--- config.mk ---
export PLATFORM = sky130hd
export DESIGN_NAME = gblur_cell
export DESIGN_NICKNAME = d
export VERILOG_FILES = /design/src/rtl/gblur_pkg.sv /design/src/rtl/gblur_cell.sv
export SDC_FILE = /design/constraint.sdc
export NUM_CORES = 1
export LEC_CHECK = 0
export BUFFER_PORTS_ARGS = -buffer_cell sky130_fd_sc_hd__buf_4
export CORE_AREA = 2 2 73 75
export CTS_CLUSTER_DIAMETER = 40
export CTS_CLUSTER_SIZE = 10
export DETAILED_ROUTE_END_ITERATION = 8
export DIE_AREA = 0 0 75 77
export MAX_ROUTING_LAYER = met4
export PLACE_DENSITY = 0.54
export SYNTH_ARGS = -nofsm -noshare
export SYNTH_HDL_FRONTEND = slang
export SYNTH_SLANG_ARGS = --single-unit
--- constraint.sdc ---
create_clock -name clk_i -period 3.1 [get_ports clk_i]
set_input_delay 0.155 -clock clk_i [delete_from_list [all_inputs] [get_ports clk_i]]
set_output_delay 0.155 -clock clk_i [all_outputs]
set_load 0.005 [all_outputs]
--- src/rtl/gblur_pkg.sv ---
// Shared constants, types and helper functions for the 5x5 Gaussian blur stream.
package gblur_pkg;

  localparam int unsigned PIX_W      = 8;
  localparam int unsigned DIM_W      = 12;
  localparam int unsigned KDIM       = 5;
  localparam int unsigned EDGE       = 4;
  localparam int unsigned NORM_SHIFT = 8;
  localparam int unsigned LINE_W     = (KDIM - 1) * PIX_W;
  localparam int unsigned VSUM_W     = 12;  // 16 * 255 fits
  localparam int unsigned TAP_W      = 3;
  localparam int unsigned TERM_W     = 16;  // 256 * 255 fits

  // APB register indexes (paddr[2])
  localparam logic REG_FRAME_WIDTH  = 1'b0;
  localparam logic REG_FRAME_HEIGHT = 1'b1;

  localparam logic [DIM_W-1:0] FRAME_WIDTH_RST  = 12'd1280;
  localparam logic [DIM_W-1:0] FRAME_HEIGHT_RST = 12'd720;

  typedef logic [PIX_W-1:0]  pix_t;
  typedef logic [VSUM_W-1:0] vsum_t;
  typedef logic [TAP_W-1:0]  tap_t;
  typedef logic [TERM_W-1:0] term_t;

  // Per-word control that rides along the pipeline
  typedef struct packed {
    pix_t pix;
    logic pass;
    logic last;
  } stage_t;

  // Binomial tap 1 4 6 4 1
  function automatic tap_t tap_weight(input int unsigned idx);
    tap_t w;
    case (idx) inside
      0, 4:    w = 3'd1;
      1, 3:    w = 3'd4;
      2:       w = 3'd6;
      default: w = 3'd0;
    endcase
    return w;
  endfunction

  // Vertical weighted sum of one window column, row 0 oldest
  function automatic vsum_t col_sum(input pix_t p0, input pix_t p1, input pix_t p2,
                                    input pix_t p3, input pix_t p4);
    vsum_t s;
    s = VSUM_W'(p0) + (VSUM_W'(p1) << 2) + (VSUM_W'(p2) << 2) + (VSUM_W'(p2) << 1)
      + (VSUM_W'(p3) << 2) + VSUM_W'(p4);
    return s;
  endfunction

endpackage

--- src/rtl/gblur_cell.sv ---
// One window column cell: holds the column's vertical sum and shifts it to its neighbor.
module gblur_cell (
  input  logic                 clk_i,
  input  logic                 shift_i,
  input  gblur_pkg::tap_t      weight_i,
  input  gblur_pkg::vsum_t     vsum_i,
  output gblur_pkg::vsum_t     vsum_o,
  output gblur_pkg::term_t     term_o
);

  gblur_pkg::vsum_t vsum_q;

  always_ff @(posedge clk_i) begin
    if (shift_i) begin
      vsum_q <= vsum_i;
    end
  end

  assign vsum_o = vsum_q;
  assign term_o = gblur_pkg::term_t'(vsum_q) * gblur_pkg::term_t'(weight_i);

endmodule

=== Word-level counts from Yosys, hierarchy flattened ===
Cells that the tools add are included.

* Register bits after elaboration: 12
* Output and inout port bits: 28
* Word-level logic and storage cells: 2

* $mul: 1

{| class="wikitable"
|+ Operator list
! kind !! count
|-
| multiplier 12 x 3 -> 15 bit || 1
|}

=== Depth between registers and ports, before layout ===
* Word-level depth: 1
* Mapped depth: 10
* Depth with buffers taken out: 8

=== Least setup slack after synthesis ===
OpenSTA, ideal clock, no wires.

* Kind: register to output
* Start point: register vsum_q[0], in the netlist vsum_o[0]
* End point: output port term_o[14]
* Data arrival time: 2.550 ns
* Required time: 2.945 ns
* Slack: 0.395 ns
* Cell stages (with the launch flop): 9
* Buffers on the path: 0
* Cell sequence: edfxtp_1 -> and2_1 -> fa_1 -> ha_1 -> fa_1 -> a211oi_1 -> o21ai_0 -> a31o_1 -> a31o_2

* Word-level cells in the longest chain between the ends: 1

{| class="wikitable"
|+ Ends and longest elaborated chain
! item !! RTL line !! text
|-
| start, declared || gblur_cell.sv:11 || <nowiki>gblur_pkg::vsum_t vsum_q;</nowiki>
|-
| start signal, assigned || gblur_cell.sv:15 || <nowiki>vsum_q <= vsum_i;</nowiki>
|-
| multiplier 12 x 3 -> 15 bit || gblur_cell.sv:20 || <nowiki>assign term_o = gblur_pkg::term_t'(vsum_q) * gblur_pkg::term_t'(weight_i);</nowiki>
|-
| end, declared || gblur_cell.sv:8 || <nowiki>output gblur_pkg::term_t term_o</nowiki>
|}

Every way passes these cells.

=== Final worst setup path ===
* Start point: register vsum_q[3], in the netlist vsum_o[3]
* End point: output port term_o[11]

Same word-level chain as after synthesis.

==> metrics.md <==
| Metric | Value |
|---|---|
| Ant diodes | 0 |
| Clock transition at path regs | 0.04 ns |
| Min-Delay Path Class | input port to register |
| Routability cong. | 0.806 |
| Share of layout cells above drive strength 1 | 0.340 |
| Hold-fix buffers, CTS | 0 |
| # setup viols final | 0 |
| Antenna violation net count after detailed routing | 0 |
| Syn nets | 208 |
| Die width | 75 um |
| Vias | 1,264 |
| Clk sinks | 12 |
| Peak Freq | 332 MHz |
| GRT overflow | 0 |
| Fin crit period | 3.01 ns |
| Die area | 5780 um2 |
| DR vias/cell | 4.48 |
| Initial antenna violation count | 0 |
| PwrDens | 410 nW/um2 |
| Final period utilization | 0.971 |
| Crit path required time | 2.94 ns |
| WL final | 2.99 mm |
| Critical Setup Path Class | register to output pin |
| Synthesized area | 1460 um2 |
| Slowest CP cell | fa_1 |
| Element type at the critical path start | register |
| Max reg flops | 12 |
| Pleak | 0.982 nW |
| CP dominant cell by count | buf_4 |
| Total CTS buffers | 3 |
| I/O Buffers | 43 |
| Final Max Tran Viols | 0 |
| CP Buf/Inv Count | 3 |
| P&R area growth vs syn | 38.1% |
| # IOs | 45 |
| Final Util | 0.405 |
| DP HPWL | 2.43 mm |
| First-pass GRT wire length | 5.13 mm |
| Max-cap check violation count | 0 |
| CTS tree | done |
| Initial DRC count | 35 |
| Crit path DAT | 2.85 ns |
| Mapped Cells | 166 |
| Most frequent cells in the layout | buf_4, nand2_1, inv_1 |
| Die Height | 77 um |
| Sum Neg Setup Slack | 0 ns |
| Bufs on Longest Clock Path | 2 |
| Placement Rows | 26 |
| Largest net degree at the start of global routing | 13 |
| Top cell family by delay on the critical path | adder cells |
| Drt wl/cell | 10.6 um |
| Root Buffer | clkbuf_8 |
| Starting density of the core | 0.293 |
| Number of global-route vias before repair | 1,236 |
| Commonest non-fill, non-tap cell in the layout | buf_4 |
| Setup crit end kind | output pin |
| Worst ir drop on vdd | 0.310 mV |
| CTS H-Tree Depth | 1 |
| GRT Total Usage | 0.113 |
| Slowest stage delay, CP | 0.53 ns |
| Status | finished, final reports clean |
| Avg Synthesized Cell Area | 8.79 um2 |
| Crit-path cells | buf_4 > nand2_1 > fa_1 > inv_1 > ha_4 > and2_1 > a41o_1 > or4_1 > o311ai_2 > buf_4 |
| Core ar. | 4980 um2 |
| Hold Vio Cnt, Final | 0 |
| CP Max Fanout | 5 |
| Synth warnings | 0 |
| Seq cells post-synth | 12 |
| Distinct cell type count after synthesis | 38 |
| Post-synthesis sequential area ratio | 0.247 |
| DRC viols | 0 |
| Pre-Repair DR Iteration Count | 4 |
| Nets | 256 |
per-layer routing:
layer	vias up	wire (um)	track usage
met5	-	0	-
met4	0	59	0.0536
met3	6	130	0.0158
met2	33	1400	0.170
met1	564	1400	0.147
li1	661	-	-
final cells by class:
| class | instances | area, um2 |
|---|---|---|
| clock buffer | 3 | 41.3 |
| fill | 540 | 2960 |
| inverter | 20 | 75.1 |
| multi-input combinational | 128 | 1080 |
| sequential | 12 | 360 |
| tap | 70 | 87.6 |
| timing repair buffer | 49 | 368 |
where the power goes:
group,internal (mW),switching [mW]
sequential,0.194,0.0117
combinational,0.256,0.230
clock,0.0849,0.0494
total,0.535,0.291
metrics by stage:
step	power, mW	hold WS, ns	setup WS, ns	std cells	cell area [um2]
global route	0.901	0.0835	-0.0116	282	2010
finish	0.826	0.0912	0.0913	282	2010
global placement	0.653	0.333	0.114	273	1840
CTS	0.793	0.0848	0.0104	276	1890
detailed placement	0.649	0.334	0.0851	273	1840
floorplan	0.472	0.254	0.395	166	1460
worst paths after layout:
| path | startpoint | end | slack (ns) | depth (start not counted) |
|---|---|---|---|---|
| setup / recovery | vsum_o[3]$_DFFE_PP_ | term_o[11] | 0.09 | 10 |
| hold / removal | vsum_i[5] | vsum_o[5]$_DFFE_PP_ | 0.09 | 1 |
cells by family after synthesis:
kind of cell	after synthesis	share of synthesized area
buf+inv	26	0.0695
xor+xnor	7	0.0420
fa+ha+maj	25	0.271
compound gates	31	0.150
simple gates	64	0.218
other cells	1	0.00257
flops	12	0.247
Yosys cell counts (all sizes together):
library cell	instances	area, um2
conb	1	3.75
a211oi	1	7.51
or2	1	6.26
ha	14	175
edfxtp	12	360
and2	11	68.8
o21bai	1	7.51
o2111ai	1	8.76
nor3	1	5.00
o21ai	3	15.0
a21o	5	37.5
and4	1	10.0
a21oi	8	40.0
o311ai	1	8.76
inv	20	75.1
a41o	1	10.0
o211ai	2	15.0
buf	1	7.51
a31o	2	17.5
a311oi	1	8.76
nand3	5	25.0
clkbuf	5	18.8
fa	11	220
a31oi	1	6.26
nor2	4	15.0
xnor2	6	52.6
xor2	1	8.76
nor2b	1	6.26
nand2	30	113
nand2b	4	25.0
a21boi	1	7.51
nor3b	1	7.51
and3	2	13.8
a2111oi	2	17.5
or4	3	22.5
a2111o	1	11.3
repair_timing:
item | in CTS | in global routing
setup endpoints to repair | 2 | 6
setup buffers | 0 | 6
pin swaps | 0 | 9
endpoints found under the hold margin | 0 | 0
resized for setup | 3 | 17
No activity file was read; power rests on OpenSTA's default activity.
